## config.mk

```make
export PLATFORM = sky130hd
export DESIGN_NAME = timer_queue_manager_unit
export DESIGN_NICKNAME = d
export VERILOG_FILES = /design/src/hdl/tqm_pkg.sv /design/src/hdl/timer_queue_manager_unit.sv /design/src/hdl/tqm_ctrl.sv /design/src/hdl/tqm_datapath.sv
export SDC_FILE = /design/constraint.sdc
export NUM_CORES = 2
export LEC_CHECK = 0
export BUFFER_PORTS_ARGS = -buffer_cell sky130_fd_sc_hd__buf_2
export CORE_ASPECT_RATIO = 1.5
export CORE_UTILIZATION = 59
export CTS_CLUSTER_DIAMETER = 40
export DETAILED_ROUTE_END_ITERATION = 16
export PLACE_DENSITY = 0.79
export SYNTH_ARGS = -nofsm -noshare
export SYNTH_HDL_FRONTEND = slang
export SYNTH_HIERARCHICAL = 1
export SYNTH_SLANG_ARGS = --single-unit
export TNS_END_PERCENT = 1
```

## constraint.sdc

```tcl
create_clock -name clock -period 20.7 [get_ports clock]
set_input_delay 3.105 -clock clock [delete_from_list [all_inputs] [get_ports clock]]
set_output_delay 3.105 -clock clock [all_outputs]
set_load 0.03 [all_outputs]
```

## src/hdl/tqm_pkg.sv

```systemverilog
// ----------------------------------------------------------------------------
// Timer queue manager package
// Shared constants, codes and controller/datapath interface types.
// ----------------------------------------------------------------------------
package tqm_pkg;

   localparam int unsigned NUM_TIMERS_DEF = 16;
   localparam int unsigned TIME_BITS_DEF  = 48;
   localparam int unsigned MAX_RESULTS    = 16;
   localparam int unsigned ECNT_W         = $clog2(MAX_RESULTS + 1);
   localparam int unsigned EPTR_W         = $clog2(MAX_RESULTS);

   localparam int unsigned CMD_W    = 3;
   localparam int unsigned ID_W     = 4;
   localparam int unsigned PERIOD_W = 32;
   localparam int unsigned STS_W    = 2;
   localparam int unsigned FTIME_W  = 48;

   localparam logic [FTIME_W-1:0] ROLLOVER_RESET = 48'd3600000;

   typedef enum logic [CMD_W-1:0] {
      CMD_ADD     = 3'd0,
      CMD_CANCEL  = 3'd1,
      CMD_REFRESH = 3'd2,
      CMD_RESET   = 3'd3,
      CMD_NEXT    = 3'd4,
      CMD_COLLECT = 3'd5
   } tqm_cmd_type;

   typedef enum logic [STS_W-1:0] {
      STS_OK       = 2'd0,
      STS_INACTIVE = 2'd1,
      STS_BUSY     = 2'd2
   } tqm_status_type;

   typedef enum logic [1:0] {
      SCAN_FRONT,
      SCAN_DUE,
      SCAN_PICK
   } tqm_scan_type;

   typedef enum logic [3:0] {
      ST_IDLE,
      ST_READ,
      ST_OP,
      ST_WRITE,
      ST_FRONT,
      ST_FRONT_END,
      ST_DUE,
      ST_PICK,
      ST_PICKED,
      ST_RESULT
   } tqm_state_type;

   typedef struct packed {
      logic         ready;
      logic         load;
      logic         op;
      logic         write;
      logic         scan;
      tqm_scan_type mode;
      logic         front_end;
      logic         picked;
      logic         out_load;
   } tqm_ctrl_type;

   typedef struct packed {
      tqm_cmd_type cmd;
      logic        arm;
      logic        scan_last;
      logic        pick_more;
      logic        out_free;
      logic        out_last;
   } tqm_stat_type;

endpackage

```

## src/hdl/timer_queue_manager_unit.sv

```systemverilog
// Steps per item: slot read, decode, then straight to the result for cancel, failed commands
// and unknown codes; refresh writes the slot first; next query scans for the front; an armed
// add or reset writes the slot, then scans for the front. Collect scans for due slots, then
// runs pick passes for up to 16 of them, then one result item per cycle unless stalled.
// Throughput: one item in work at a time, the next taken the cycle after its final result loads.
// Reset (sync, active high) clears slots, notice, previous time; window 3600000; tables kept.
// ----------------------------------------------------------------------------
// Timer queue manager unit
// Slot table of software timers with add/cancel/refresh/reset, next-deadline
// query and collection of expired timers in deadline order.
// ----------------------------------------------------------------------------
module timer_queue_manager_unit #(
   parameter int unsigned NUM_TIMERS = tqm_pkg::NUM_TIMERS_DEF,
   parameter int unsigned TIME_BITS  = tqm_pkg::TIME_BITS_DEF
) (
   input  logic                         clock,
   input  logic                         reset,
   // request channel
   input  logic                         req_valid,
   output logic                         req_stall,
   input  logic [tqm_pkg::CMD_W-1:0]    req_command,
   input  logic [tqm_pkg::ID_W-1:0]     req_timer_id,
   input  logic [tqm_pkg::PERIOD_W-1:0] req_period_ms,
   input  logic                         req_recurring,
   input  logic                         req_restart,
   input  logic [tqm_pkg::FTIME_W-1:0]  req_now_ms,
   // rollover window register
   input  logic                         csr_wr_en,
   input  logic [tqm_pkg::FTIME_W-1:0]  csr_wr_data,
   // result channel
   output logic                         rsp_valid,
   input  logic                         rsp_stall,
   output logic [tqm_pkg::STS_W-1:0]    rsp_status,
   output logic                         rsp_front_flag,
   output logic [tqm_pkg::FTIME_W-1:0]  rsp_remaining_ms,
   output logic [tqm_pkg::ID_W-1:0]     rsp_expired_id,
   output logic                         rsp_expired_valid,
   output logic                         rsp_last,
   output logic                         rsp_has_timer
);
   import tqm_pkg::*;

   tqm_ctrl_type ctrl;
   tqm_stat_type stat;

   // stall the request side whenever an item is in work; the result register
   // holds the last item while the next one is accepted
   assign req_stall = !ctrl.ready;

   tqm_ctrl u_ctrl (
      .clock     (clock),
      .reset     (reset),
      .req_valid (req_valid),
      .stat      (stat),
      .ctrl      (ctrl)
   );

   tqm_datapath #(
      .NUM_TIMERS (NUM_TIMERS),
      .TIME_BITS  (TIME_BITS)
   ) u_datapath (
      .clock             (clock),
      .reset             (reset),
      .ctrl              (ctrl),
      .stat              (stat),
      .req_command       (req_command),
      .req_timer_id      (req_timer_id),
      .req_period_ms     (req_period_ms),
      .req_recurring     (req_recurring),
      .req_restart       (req_restart),
      .req_now_ms        (req_now_ms),
      .csr_wr_en         (csr_wr_en),
      .csr_wr_data       (csr_wr_data),
      .rsp_stall         (rsp_stall),
      .rsp_valid         (rsp_valid),
      .rsp_status        (rsp_status),
      .rsp_front_flag    (rsp_front_flag),
      .rsp_remaining_ms  (rsp_remaining_ms),
      .rsp_expired_id    (rsp_expired_id),
      .rsp_expired_valid (rsp_expired_valid),
      .rsp_last          (rsp_last),
      .rsp_has_timer     (rsp_has_timer)
   );

endmodule

```

## src/hdl/tqm_ctrl.sv

```systemverilog
// ----------------------------------------------------------------------------
// Timer queue manager controller
// Sequences slot access, table scans, collection and result delivery.
// ----------------------------------------------------------------------------
module tqm_ctrl (
   input  logic                 clock,
   input  logic                 reset,
   input  logic                 req_valid,
   input  tqm_pkg::tqm_stat_type stat,
   output tqm_pkg::tqm_ctrl_type ctrl
);
   import tqm_pkg::*;

   tqm_state_type state_ff, state_in;

   always_ff @(posedge clock) begin
      if (reset) begin
         state_ff <= ST_IDLE;
      end else begin
         state_ff <= state_in;
      end
   end

   always_comb begin
      state_in = state_ff;
      unique case (state_ff)
         ST_IDLE: begin
            if (req_valid) state_in = ST_READ;
         end
         ST_READ: begin
            state_in = ST_OP;
         end
         ST_OP: begin
            priority if (stat.arm)               state_in = ST_WRITE;
            else if (stat.cmd == CMD_NEXT)       state_in = ST_FRONT;
            else if (stat.cmd == CMD_COLLECT)    state_in = ST_DUE;
            else                                 state_in = ST_RESULT;
         end
         ST_WRITE: begin
            state_in = (stat.cmd == CMD_REFRESH) ? ST_RESULT : ST_FRONT;
         end
         ST_FRONT: begin
            if (stat.scan_last) state_in = ST_FRONT_END;
         end
         ST_FRONT_END: begin
            state_in = ST_RESULT;
         end
         ST_DUE: begin
            if (stat.scan_last) state_in = ST_PICK;
         end
         ST_PICK: begin
            if (stat.scan_last) state_in = ST_PICKED;
         end
         ST_PICKED: begin
            state_in = stat.pick_more ? ST_PICK : ST_RESULT;
         end
         ST_RESULT: begin
            if (stat.out_free && stat.out_last) state_in = ST_IDLE;
         end
         default: begin
            state_in = ST_IDLE;
         end
      endcase
   end

   always_comb begin
      ctrl           = '0;
      ctrl.mode      = SCAN_FRONT;
      ctrl.ready     = (state_ff == ST_IDLE);
      ctrl.load      = (state_ff == ST_IDLE) && req_valid;
      ctrl.op        = (state_ff == ST_OP);
      ctrl.write     = (state_ff == ST_WRITE);
      ctrl.scan      = (state_ff == ST_FRONT) || (state_ff == ST_DUE) ||
                       (state_ff == ST_PICK);
      if (state_ff == ST_DUE)  ctrl.mode = SCAN_DUE;
      if (state_ff == ST_PICK) ctrl.mode = SCAN_PICK;
      ctrl.front_end = (state_ff == ST_FRONT_END);
      ctrl.picked    = (state_ff == ST_PICKED);
      ctrl.out_load  = (state_ff == ST_RESULT) && stat.out_free;
   end

endmodule

```

## src/hdl/tqm_datapath.sv

```systemverilog
// ----------------------------------------------------------------------------
// Timer queue manager datapath
// Slot tables, scan compare unit, emission queue and result register.
// ----------------------------------------------------------------------------
module tqm_datapath #(
   parameter int unsigned NUM_TIMERS = tqm_pkg::NUM_TIMERS_DEF,
   parameter int unsigned TIME_BITS  = tqm_pkg::TIME_BITS_DEF
) (
   input  logic                           clock,
   input  logic                           reset,
   input  tqm_pkg::tqm_ctrl_type          ctrl,
   output tqm_pkg::tqm_stat_type          stat,
   input  logic [tqm_pkg::CMD_W-1:0]      req_command,
   input  logic [tqm_pkg::ID_W-1:0]       req_timer_id,
   input  logic [tqm_pkg::PERIOD_W-1:0]   req_period_ms,
   input  logic                           req_recurring,
   input  logic                           req_restart,
   input  logic [tqm_pkg::FTIME_W-1:0]    req_now_ms,
   input  logic                           csr_wr_en,
   input  logic [tqm_pkg::FTIME_W-1:0]    csr_wr_data,
   input  logic                           rsp_stall,
   output logic                           rsp_valid,
   output logic [tqm_pkg::STS_W-1:0]      rsp_status,
   output logic                           rsp_front_flag,
   output logic [tqm_pkg::FTIME_W-1:0]    rsp_remaining_ms,
   output logic [tqm_pkg::ID_W-1:0]       rsp_expired_id,
   output logic                           rsp_expired_valid,
   output logic                           rsp_last,
   output logic                           rsp_has_timer
);
   import tqm_pkg::*;

   localparam int unsigned IDX_W = $clog2(NUM_TIMERS);
   localparam int unsigned CNT_W = $clog2(NUM_TIMERS + 1);

   typedef logic [TIME_BITS-1:0] time_type;

   function automatic time_type sat_add(input time_type a, input time_type b);
      logic [TIME_BITS:0] s;
      s = {1'b0, a} + {1'b0, b};
      return s[TIME_BITS] ? '1 : s[TIME_BITS-1:0];
   endfunction

   // item registers
   tqm_cmd_type          cmd_ff;
   logic [ID_W-1:0]      id_ff;
   logic [PERIOD_W-1:0]  per_ff;
   logic                 rec_ff;
   logic                 fnow_ff;
   time_type             now_ff;

   // slot tables
   logic [NUM_TIMERS-1:0] active_ff, active_in;
   logic [NUM_TIMERS-1:0] recur_ff, recur_in;
   logic [NUM_TIMERS-1:0] due_ff, due_in;
   logic [NUM_TIMERS-1:0] done_ff, done_in;
   time_type              deadline_mem_ff [NUM_TIMERS];
   logic [PERIOD_W-1:0]   period_mem_ff [NUM_TIMERS];
   time_type              rd_dl_ff;
   logic [PERIOD_W-1:0]   rd_per_ff;

   // global state
   time_type prev_ff, prev_in;
   time_type win_ff, win_in;
   logic     pending_ff, pending_in;

   // op results
   tqm_status_type      status_ff;
   logic                front_flag_ff;
   logic [FTIME_W-1:0]  remain_ff;
   time_type            start_ff;
   logic [PERIOD_W-1:0] wper_ff;
   logic                roll_ff;

   // scan unit
   logic [CNT_W-1:0] cnt_ff, cnt_in;
   logic             best_valid_ff;
   logic [IDX_W-1:0] best_idx_ff;
   time_type         best_dl_ff;
   logic [PERIOD_W-1:0] best_per_ff;

   // emission queue
   logic [IDX_W-1:0]  emit_q_ff [MAX_RESULTS];
   logic [ECNT_W-1:0] emit_cnt_ff;
   logic [ECNT_W-1:0] out_ptr_ff;

   logic rsp_valid_ff, rsp_valid_in;

   // combinational
   logic             valid_id;
   logic [IDX_W-1:0] id_idx;
   logic             slot_act;
   logic             arm;
   tqm_status_type   op_sts;
   time_type         op_start;
   logic [PERIOD_W-1:0] op_wper;
   time_type         rd_per_ext;
   logic [IDX_W-1:0] rd_addr;
   logic [IDX_W-1:0] wr_addr;
   time_type         wr_dl;
   logic             dl_we;
   logic             eval;
   logic [IDX_W-1:0] ent;
   logic             cand;
   logic             scan_last;
   logic             emitted;
   logic             out_last;
   logic             commit;

   assign valid_id   = (32'(id_ff) < NUM_TIMERS);
   assign id_idx     = IDX_W'(id_ff);
   assign slot_act   = valid_id && active_ff[id_idx];
   assign rd_per_ext = TIME_BITS'(rd_per_ff);

   // decode of the addressed slot, with its table entry registered in the read state
   always_comb begin
      arm      = 1'b0;
      op_sts   = STS_OK;
      op_start = now_ff;
      op_wper  = per_ff;
      unique case (cmd_ff)
         CMD_ADD: begin
            if (!valid_id)     op_sts = STS_INACTIVE;
            else if (slot_act) op_sts = STS_BUSY;
            else               arm = 1'b1;
         end
         CMD_CANCEL: begin
            if (!slot_act) op_sts = STS_INACTIVE;
         end
         CMD_REFRESH: begin
            op_wper = rd_per_ff;
            if (!slot_act) op_sts = STS_INACTIVE;
            else           arm = 1'b1;
         end
         CMD_RESET: begin
            priority if (valid_id && (per_ff == rd_per_ff) && !fnow_ff) begin
               op_sts = STS_OK;
            end else if (!slot_act) begin
               op_sts = STS_INACTIVE;
            end else begin
               arm = 1'b1;
               if (!fnow_ff) begin
                  op_start = (rd_dl_ff >= rd_per_ext) ? (rd_dl_ff - rd_per_ext) : '0;
               end
            end
         end
         default: begin
            op_sts = STS_OK;
         end
      endcase
   end

   // scan bookkeeping
   assign scan_last = ctrl.scan && (cnt_ff == CNT_W'(NUM_TIMERS));
   assign cnt_in    = (ctrl.scan && !scan_last) ? cnt_ff + 1'b1 : '0;
   assign rd_addr   = ctrl.scan ? IDX_W'(cnt_ff) : id_idx;
   assign eval      = ctrl.scan && (cnt_ff != '0);
   assign ent       = IDX_W'(cnt_ff - 1'b1);
   assign cand      = (ctrl.mode == SCAN_PICK) ? (due_ff[ent] && !done_ff[ent])
                                               : active_ff[ent];

   assign commit  = ctrl.picked && best_valid_ff;
   assign wr_addr = ctrl.picked ? best_idx_ff : id_idx;
   assign wr_dl   = ctrl.picked ? sat_add(now_ff, TIME_BITS'(best_per_ff))
                                : sat_add(start_ff, TIME_BITS'(wper_ff));
   assign dl_we   = ctrl.write || (commit && recur_ff[best_idx_ff]);

   assign emitted  = (emit_cnt_ff != '0);
   assign out_last = !emitted || (out_ptr_ff == emit_cnt_ff - 1'b1);

   // table memories
   always_ff @(posedge clock) begin
      if (dl_we)      deadline_mem_ff[wr_addr] <= wr_dl;
      if (ctrl.write) period_mem_ff[wr_addr]   <= wper_ff;
      rd_dl_ff  <= deadline_mem_ff[rd_addr];
      rd_per_ff <= period_mem_ff[rd_addr];
   end

   // control state next values
   always_comb begin
      active_in  = active_ff;
      recur_in   = recur_ff;
      due_in     = due_ff;
      done_in    = done_ff;
      prev_in    = prev_ff;
      pending_in = pending_ff;
      win_in     = win_ff;
      if (csr_wr_en) win_in = TIME_BITS'(csr_wr_data);
      if (ctrl.load) done_in = '0;
      if (ctrl.op) begin
         if (cmd_ff == CMD_CANCEL && slot_act) active_in[id_idx] = 1'b0;
         if (cmd_ff == CMD_NEXT)    pending_in = 1'b0;
         if (cmd_ff == CMD_COLLECT) prev_in = now_ff;
      end
      if (ctrl.write) begin
         active_in[id_idx] = 1'b1;
         if (cmd_ff == CMD_ADD) recur_in[id_idx] = rec_ff;
      end
      if (eval && ctrl.mode == SCAN_DUE) begin
         due_in[ent] = active_ff[ent] && (roll_ff || (rd_dl_ff <= now_ff));
      end
      if (ctrl.front_end && cmd_ff != CMD_NEXT && best_valid_ff &&
          best_idx_ff == id_idx && !pending_ff) begin
         pending_in = 1'b1;
      end
      if (commit) begin
         done_in[best_idx_ff] = 1'b1;
         if (!recur_ff[best_idx_ff]) active_in[best_idx_ff] = 1'b0;
      end
   end

   assign rsp_valid_in = ctrl.out_load ? 1'b1 : (rsp_valid_ff && rsp_stall);

   always_ff @(posedge clock) begin
      if (reset) begin
         active_ff    <= '0;
         recur_ff     <= '0;
         prev_ff      <= '0;
         pending_ff   <= 1'b0;
         win_ff       <= TIME_BITS'(ROLLOVER_RESET);
         rsp_valid_ff <= 1'b0;
         cnt_ff       <= '0;
         emit_cnt_ff  <= '0;
         out_ptr_ff   <= '0;
      end else begin
         active_ff    <= active_in;
         recur_ff     <= recur_in;
         prev_ff      <= prev_in;
         pending_ff   <= pending_in;
         win_ff       <= win_in;
         rsp_valid_ff <= rsp_valid_in;
         cnt_ff       <= cnt_in;
         if (ctrl.load) begin
            emit_cnt_ff <= '0;
            out_ptr_ff  <= '0;
         end else begin
            if (commit)        emit_cnt_ff <= emit_cnt_ff + 1'b1;
            if (ctrl.out_load) out_ptr_ff  <= out_ptr_ff + 1'b1;
         end
      end
   end

   // payload registers
   always_ff @(posedge clock) begin
      due_ff  <= due_in;
      done_ff <= done_in;
      if (ctrl.load) begin
         cmd_ff        <= tqm_cmd_type'(req_command);
         id_ff         <= req_timer_id;
         per_ff        <= req_period_ms;
         rec_ff        <= req_recurring;
         fnow_ff       <= req_restart;
         now_ff        <= TIME_BITS'(req_now_ms);
         front_flag_ff <= 1'b0;
         remain_ff     <= '0;
      end
      if (ctrl.op) begin
         status_ff <= op_sts;
         start_ff  <= op_start;
         wper_ff   <= op_wper;
         roll_ff   <= (prev_ff > win_ff) && (now_ff < prev_ff - win_ff);
      end
      if (ctrl.scan && cnt_ff == '0) begin
         best_valid_ff <= 1'b0;
      end else if (eval && ctrl.mode != SCAN_DUE && cand &&
                   (!best_valid_ff || rd_dl_ff < best_dl_ff)) begin
         best_valid_ff <= 1'b1;
         best_idx_ff   <= ent;
         best_dl_ff    <= rd_dl_ff;
         best_per_ff   <= rd_per_ff;
      end
      if (ctrl.front_end) begin
         if (cmd_ff == CMD_NEXT) begin
            if (!best_valid_ff)          remain_ff <= '1;
            else if (now_ff >= best_dl_ff) remain_ff <= '0;
            else                         remain_ff <= FTIME_W'(best_dl_ff - now_ff);
         end else begin
            front_flag_ff <= best_valid_ff && (best_idx_ff == id_idx) && !pending_ff;
         end
      end
      if (commit) emit_q_ff[EPTR_W'(emit_cnt_ff)] <= best_idx_ff;
      if (ctrl.out_load) begin
         rsp_status        <= status_ff;
         rsp_front_flag    <= front_flag_ff;
         rsp_remaining_ms  <= remain_ff;
         rsp_expired_id    <= emitted ? ID_W'(emit_q_ff[EPTR_W'(out_ptr_ff)]) : '0;
         rsp_expired_valid <= emitted;
         rsp_last          <= out_last;
         rsp_has_timer     <= |active_ff;
      end
   end

   assign rsp_valid = rsp_valid_ff;

   always_comb begin
      stat.cmd       = cmd_ff;
      stat.arm       = arm;
      stat.scan_last = scan_last;
      stat.pick_more = best_valid_ff && (emit_cnt_ff != ECNT_W'(MAX_RESULTS - 1));
      stat.out_free  = !rsp_valid_ff || !rsp_stall;
      stat.out_last  = out_last;
   end

endmodule

```

# Word level (Yosys, flattened, before mapping)
# Memories as Yosys holds them, arrays and structs flattened. A register that Yosys moved wholly into a read port is not among the register bits.
# Index checks and enable logic that the tools add are counted.
# totals
in_bits,142
elab_cells,233
ram_bits,1344
ff_bits,541
output_inout_bits,60
memories,3
# memory_table
name,words,width,rd,rd_clocked_by_memory_dff,wr,line,rtl
u_datapath.deadline_mem_ff,16,48,1,1,1,tqm_datapath.sv:57,time_type deadline_mem_ff [NUM_TIMERS];
u_datapath.period_mem_ff,16,32,1,1,1,tqm_datapath.sv:58,logic [PERIOD_W-1:0] period_mem_ff [NUM_TIMERS];
u_datapath.emit_q_ff,16,4,1,1,1,tqm_datapath.sv:83,logic [IDX_W-1:0] emit_q_ff [MAX_RESULTS];
# classes
muxes,76
add_sub_neg,10
bitwise_logic,8
reduce_logical,62
n_eq_ne,28
order_cmp,12
# op_table
operator,n
2-to-1 mux 48 bit,13
2-to-1 mux 16 bit,7
adder 48 x 32 -> 49 bit,2
< comparator 48 bit,2
subtractor 48 bit,2
greater-or-equal comparator 48 x 32 -> 1 bit,1
greater-or-equal comparator 48 bit,1
> comparator 48 bit,1
<= comparator 48 bit,1
2-to-1 mux 4 bit,12
subtractor 48 x 32 -> 48 bit,1
case mux 4 bit (10 select lines),1
bitwise AND 16 bit,2
bitwise mux 16 bit,2
== test 32 bit,1
2-to-1 mux 32 bit,1
inverter 16 bit,2
bitwise OR 16 bit,2
logical AND 1 bit,29
2-to-1 mux 1 bit,27
binary-select mux 1 bit (select 4 bit),5
== test 4 x 3 -> 1 bit (second input constant),4
OR reduction 16 bit,1
adder 5 x 1 -> 5 bit (second input constant),3
other kinds (34),73

# Logic depth before layout (Yosys ltp)
# logic_depth
depth_word,13
mapped_depth,23

# Modules after synthesis
# Netlist, hierarchy kept.
# modules_own_cells
mod,area_per_inst_um2,n_inst,cells_per_inst,seq_area_each_um2
tqm_datapath,88813.9,1,6230,56093.8
tqm_ctrl,470.5,1,67,80.1
timer_queue_manager_unit,3.8,1,1,0.0

# Worst setup path before layout
# Ideal clock, no wire load.
# synth_timing
path_kind,flip-flop to flip-flop
from,register u_datapath.cnt_ff[0]
to,register u_datapath.best_dl_ff[0] (enable)
t_arrival_ps,10543
stages_incl_launch_ff,13
synth_period_minus_slack_ps,11278
path_buffers,3
required_ps,19965
setup_slack_ps,9422
cell_sequence,dfxtp_1 > buf_2 > buf_2 > buf_2 > inv_1 > ha_1 > xnor2_1 > inv_1 > mux4_2 > mux2i_1 > mux2i_1 > o21ai_0 > nor4bb_1
# synth_via
elab_chain_cells,9
# synth_lines
item,line,rtl
from (decl),tqm_datapath.sv:76,"logic [CNT_W-1:0] cnt_ff, cnt_in;"
from (signal assigned),tqm_datapath.sv:232,cnt_ff <= cnt_in;
subtractor 4 x 1 -> 4 bit (*),tqm_datapath.sv:158,assign ent = IDX_W'(cnt_ff - 1'b1);
net u_datapath.ent[0],tqm_datapath.sv:103,logic [IDX_W-1:0] ent;
binary-select mux 1 bit (select 4 bit),tqm_datapath.sv:159,assign cand = (ctrl.mode == SCAN_PICK) ? (due_ff[ent] && !done_ff[ent])
2-to-1 mux 1 bit (not written as such),tqm_datapath.sv:159,
zero test 1 bit,tqm_datapath.sv:159,
logical AND 1 bit,tqm_datapath.sv:159,
2-to-1 mux 1 bit (*),tqm_datapath.sv:159,
logical AND 1 bit (*) (2 in series),tqm_datapath.sv:265,end else if (eval && ctrl.mode != SCAN_DUE && cand &&
AND reduction 2 bit (no line) (*),n/a,
to (signal assigned),tqm_datapath.sv:269,best_dl_ff <= rd_dl_ff;
to (decl),tqm_datapath.sv:79,time_type best_dl_ff;
# Mark *: on every way through the listed nets, which the timed path passes. The rest lies on a longest branch. The select of a mux whose other input is x is not followed.
# A chain may end at the register's enable or synchronous reset.

# Final worst setup path
# layout_timing
from,register u_datapath.prev_ff[0]
to,"register u_datapath.roll_ff, data pin"
# layout_via
elab_chain_cells,3
# layout_lines
item,line,rtl
from (decl),tqm_datapath.sv:63,"time_type prev_ff, prev_in;"
from (signal assigned),tqm_datapath.sv:228,prev_ff <= prev_in;
subtractor 48 bit,tqm_datapath.sv:261,roll_ff <= (prev_ff > win_ff) && (now_ff < prev_ff - win_ff);
< comparator 48 bit,tqm_datapath.sv:261,
logical AND 1 bit (*),tqm_datapath.sv:261,
to (signal assigned),tqm_datapath.sv:261,
to (decl),tqm_datapath.sv:73,logic roll_ff;
# Every way passes the cells marked *; elsewhere a longest branch is shown, timed or not.

==> summary.txt <==
Status - finished with violations
Failing checks - slew limit
Synth Register Bits - 1969
Maximum fanout along the worst path - 3
Initial DRC count - 6972
GPL Wtd Cong - 0.992
Nets - 6974
Pwr dens - 122 nW/um^2
Post-synthesis adder-cell area fraction - 4.97%
Row count - 174
Buffers on Ports - 201
Asr flop ratio synth - 0%
Largest net degree at the start of global routing - 143
Post-synth top area cell - edfxtp_1
DRC viols - 0
Pre-antenna DRT Iters - 8
Final Instance Count excl. Fillers - 8590
Synthesized cell area - 89300 um^2
Placed Cells - 8224
H-tree depth - 4
CORE AREA - 150000 um^2
Clock Pin Slew Worst Setup and Hold Paths - 0.07 ns
Area grow syn2layout - 10.9%
Setup_tns - 0 ns
Synth Area in XOR/XNOR - 2.59%
Mux share of post-synthesis cell area - 10.1%
WP data arrival - 6.42 ns
CP Capture Type - register
Hold WS - 0.419 ns
CTS sink cnt - 1969
Setup crit start kind - register
Via-per-instance ratio - 6.68
Drt wl/cell - 29.7 um
Root Buffer - clkbuf_16
Full die area - 153000 um^2
Seq/Total Area, Yosys - 62.9%
Die height - 478 um
Latest clock arrival within the worst-skew pair - 0.86 ns
Simple logic cell fraction of the synthesized area - 7.33%
Post-CTS Repair Setup Buffers - 0
CP Class - register to register
Final Hold Vio Count - 0
Post-synth EDFFs - 1674
Main combinational cell family by area after synthesis - multiplexers
Fin area - 99000 um^2
Final Cycle Share - 28.3%
Final setup fails - 0
Slew at the pin closest to its max-slew limit - 1.52 ns
Synth Flop Type - edfxtp_1
Placed inst area - 92600 um^2
Die W - 320 um
Synth area leaders - edfxtp_1 56%, mux4_2 9.0%, dfxtp_1 6.6%
Hold buffer count at CTS - 0
GR Util All Layers - 33.2%
Antenna violations before repair - 8
CTS tree - built
Max Cap Violations - 0
Total wire length - 255000 um
Clock Skews - 0.0457 ns
Unrepaired setup endpoints after global routing - no
Initial Util - 59.5%
Grt total ovfl - 0
Post-synth net total - 6792
Mean area per synthesized cell - 14.2 um^2
Synth Area in Compound Gates - 9.51%
Most frequent cells in the layout - 1674 x edfxtp_1, 564 x nand2_1, 357 x mux4_2, 347 x ha_1, 309 x a21oi_1
Max Clock Freq - 171 MHz
CTS Buf Count - 190
I/O Pins - 202
Post-CTS sizing - 0
Critical Path RT - 21.26 ns
Post-synthesis cell type count - 100
ANT nets after route - 0
DR vias - 57400
Slew Viols, Final - 16
Maximum clock path buffer count - 3
Fillers - 9981
Max-slew headroom - -1.42%
Cell count after synthesis - 6298
Global-route wire length before repair - 371000 um
Vias in the first global route - 57600
Tmin final - 5.85 ns
Most common cell after layout, fill and taps aside - edfxtp_1
Hold Crit Class - register to register
Yosys synthesis warning count - 6
Worst vdd ir - 0.0920 mV
Top-area cell type share of the netlist area - 56.3%
Pleak - 34.7 nW
Post-DP HPWL - 160000 um
Layout cells sized above 1 - 16.9%
[cell families after synthesis]
kind of cell / after synthesis
AOI/OAI and AO/OA: 1273
xor gates and xnor gates: 264
adders and majority gates: 352
buffers and inverters: 571
DFF: 1969
muxes: 453
and+or+nand+nor: 1416
[Yosys cell counts (10+ instances only)]
cell type	instances
o21bai_1	37
edfxtp_1	1674
nand2b_1	45
inv_1	267
nor2b_1	43
dfxtp_1	295
o21ai_1	16
a22oi_2	35
nand3_1	82
a31oi_1	117
and3_1	20
a211oi_1	114
o21ai_0	231
o22ai_1	13
ha_1	347
nand4_1	89
nor4_1	20
mux2_2	37
or3_1	12
nor3_1	64
clkbuf_1	219
mux2i_1	59
o31ai_1	14
o211ai_1	31
nand2_1	564
buf_2	58
xnor2_1	173
a21o_1	139
mux4_2	357
buf_1	16
xor2_1	91
a221o_1	20
o21a_1	34
nor2_1	329
a211o_1	10
a21oi_1	312
and2_1	93
a221oi_1	22
[worst max-delay path: stages, from the launching register on]
cell and delay (ns):
dfxtp_1 0.31, inv_1 0.05, ha_1 0.16, inv_1 0.05
fa_1 0.42, a211o_1 0.30, a211oi_1 0.55, o211ai_1 0.18
o21ai_1 0.37, a31oi_1 0.21, o21ai_1 0.36, nand2b_1 0.17
a31oi_1 0.24, xor2_1 0.10, ha_1 0.30, nand4_1 0.10
nor3_1 0.33, nand4_1 0.26, nor3_1 0.25, nand2_1 0.10
or4_1 0.50, o21ai_0 0.14, a2111oi_0 0.10
[sequential cells by signal (all words and copies together) (netlist names), 48 cells and up]
| register | count |
|---|---|
| u_datapath/deadline_mem_ff | 768 |
| u_datapath/period_mem_ff | 512 |
| u_datapath/emit_q_ff | 64 |
| u_datapath/best_dl_ff | 48 |
| u_datapath/now_ff | 48 |
| u_datapath/prev_ff | 48 |
| u_datapath/rd_dl_ff | 48 |
| u_datapath/remain_ff | 48 |
| u_datapath/rsp_remaining_ms | 48 |
| u_datapath/start_ff | 48 |
| u_datapath/win_ff | 48 |
[routing by layer]
layer,up-vias,track usage [%],part of all wire (%)
met1,28500,40.1,35
met4,8,21.7,7.3
li1,24600,-,-
met2,3561,54.6,48
met5,-,0,0.041
met3,798,6.41,9.9
[report_power, final]
group / switching (mW) / total [mW] / internal [mW] / leakage, nW
registers: 0.497 / 5.30 / 4.80 / 17.5
clock network: 1.61 / 3.57 / 1.97 / 3.14
logic: 1.98 / 3.22 / 1.23 / 14.1
total: 4.09 / 12.1 / 8.00 / 34.7
[path summary, 6_finish.rpt]
| check | from | endpoint | slack (ns) | cells past startpoint |
|---|---|---|---|---|
| worst max-delay path | u_datapath/prev_ff[0] | u_datapath/roll_ff | 14.85 | 22 |
| worst min-delay path | u_datapath/status_ff[1] | u_datapath/rsp_status[1] | 0.42 | 0 |
| worst max register to register | u_datapath/prev_ff[0] | u_datapath/roll_ff | 14.85 | 22 |
| worst min register to register | u_datapath/status_ff[1] | u_datapath/rsp_status[1] | 0.42 | 0 |
[layout make-up]
class / instances / area [um^2] / area share, %
Inverter: 268 / 1010 / 1.02
Clock inverter: 124 / 1370 / 1.38
Timing Repair Buffer: 293 / 1750 / 1.77
Multi-Input combinational cell: 3758 / 31200 / 31.5
Antenna cell: 5 / 12.5 / 0.0126
Clock buffer: 237 / 5070 / 5.12
Tap cell: 1936 / 2420 / 2.45
Sequential cell: 1969 / 56200 / 56.7
[stage by stage]
stage	setup slack, ns	utilization [%]	power [mW]
CTS	14.89	66.0	12.0
detailed placement	14.94	61.7	8.44
finish	14.85	66.0	12.1
global route	14.47	66.0	12.5
floorplan	9.42	-	7.33
global placement	14.89	61.7	8.36
Power figures use the tool's default switching activity.
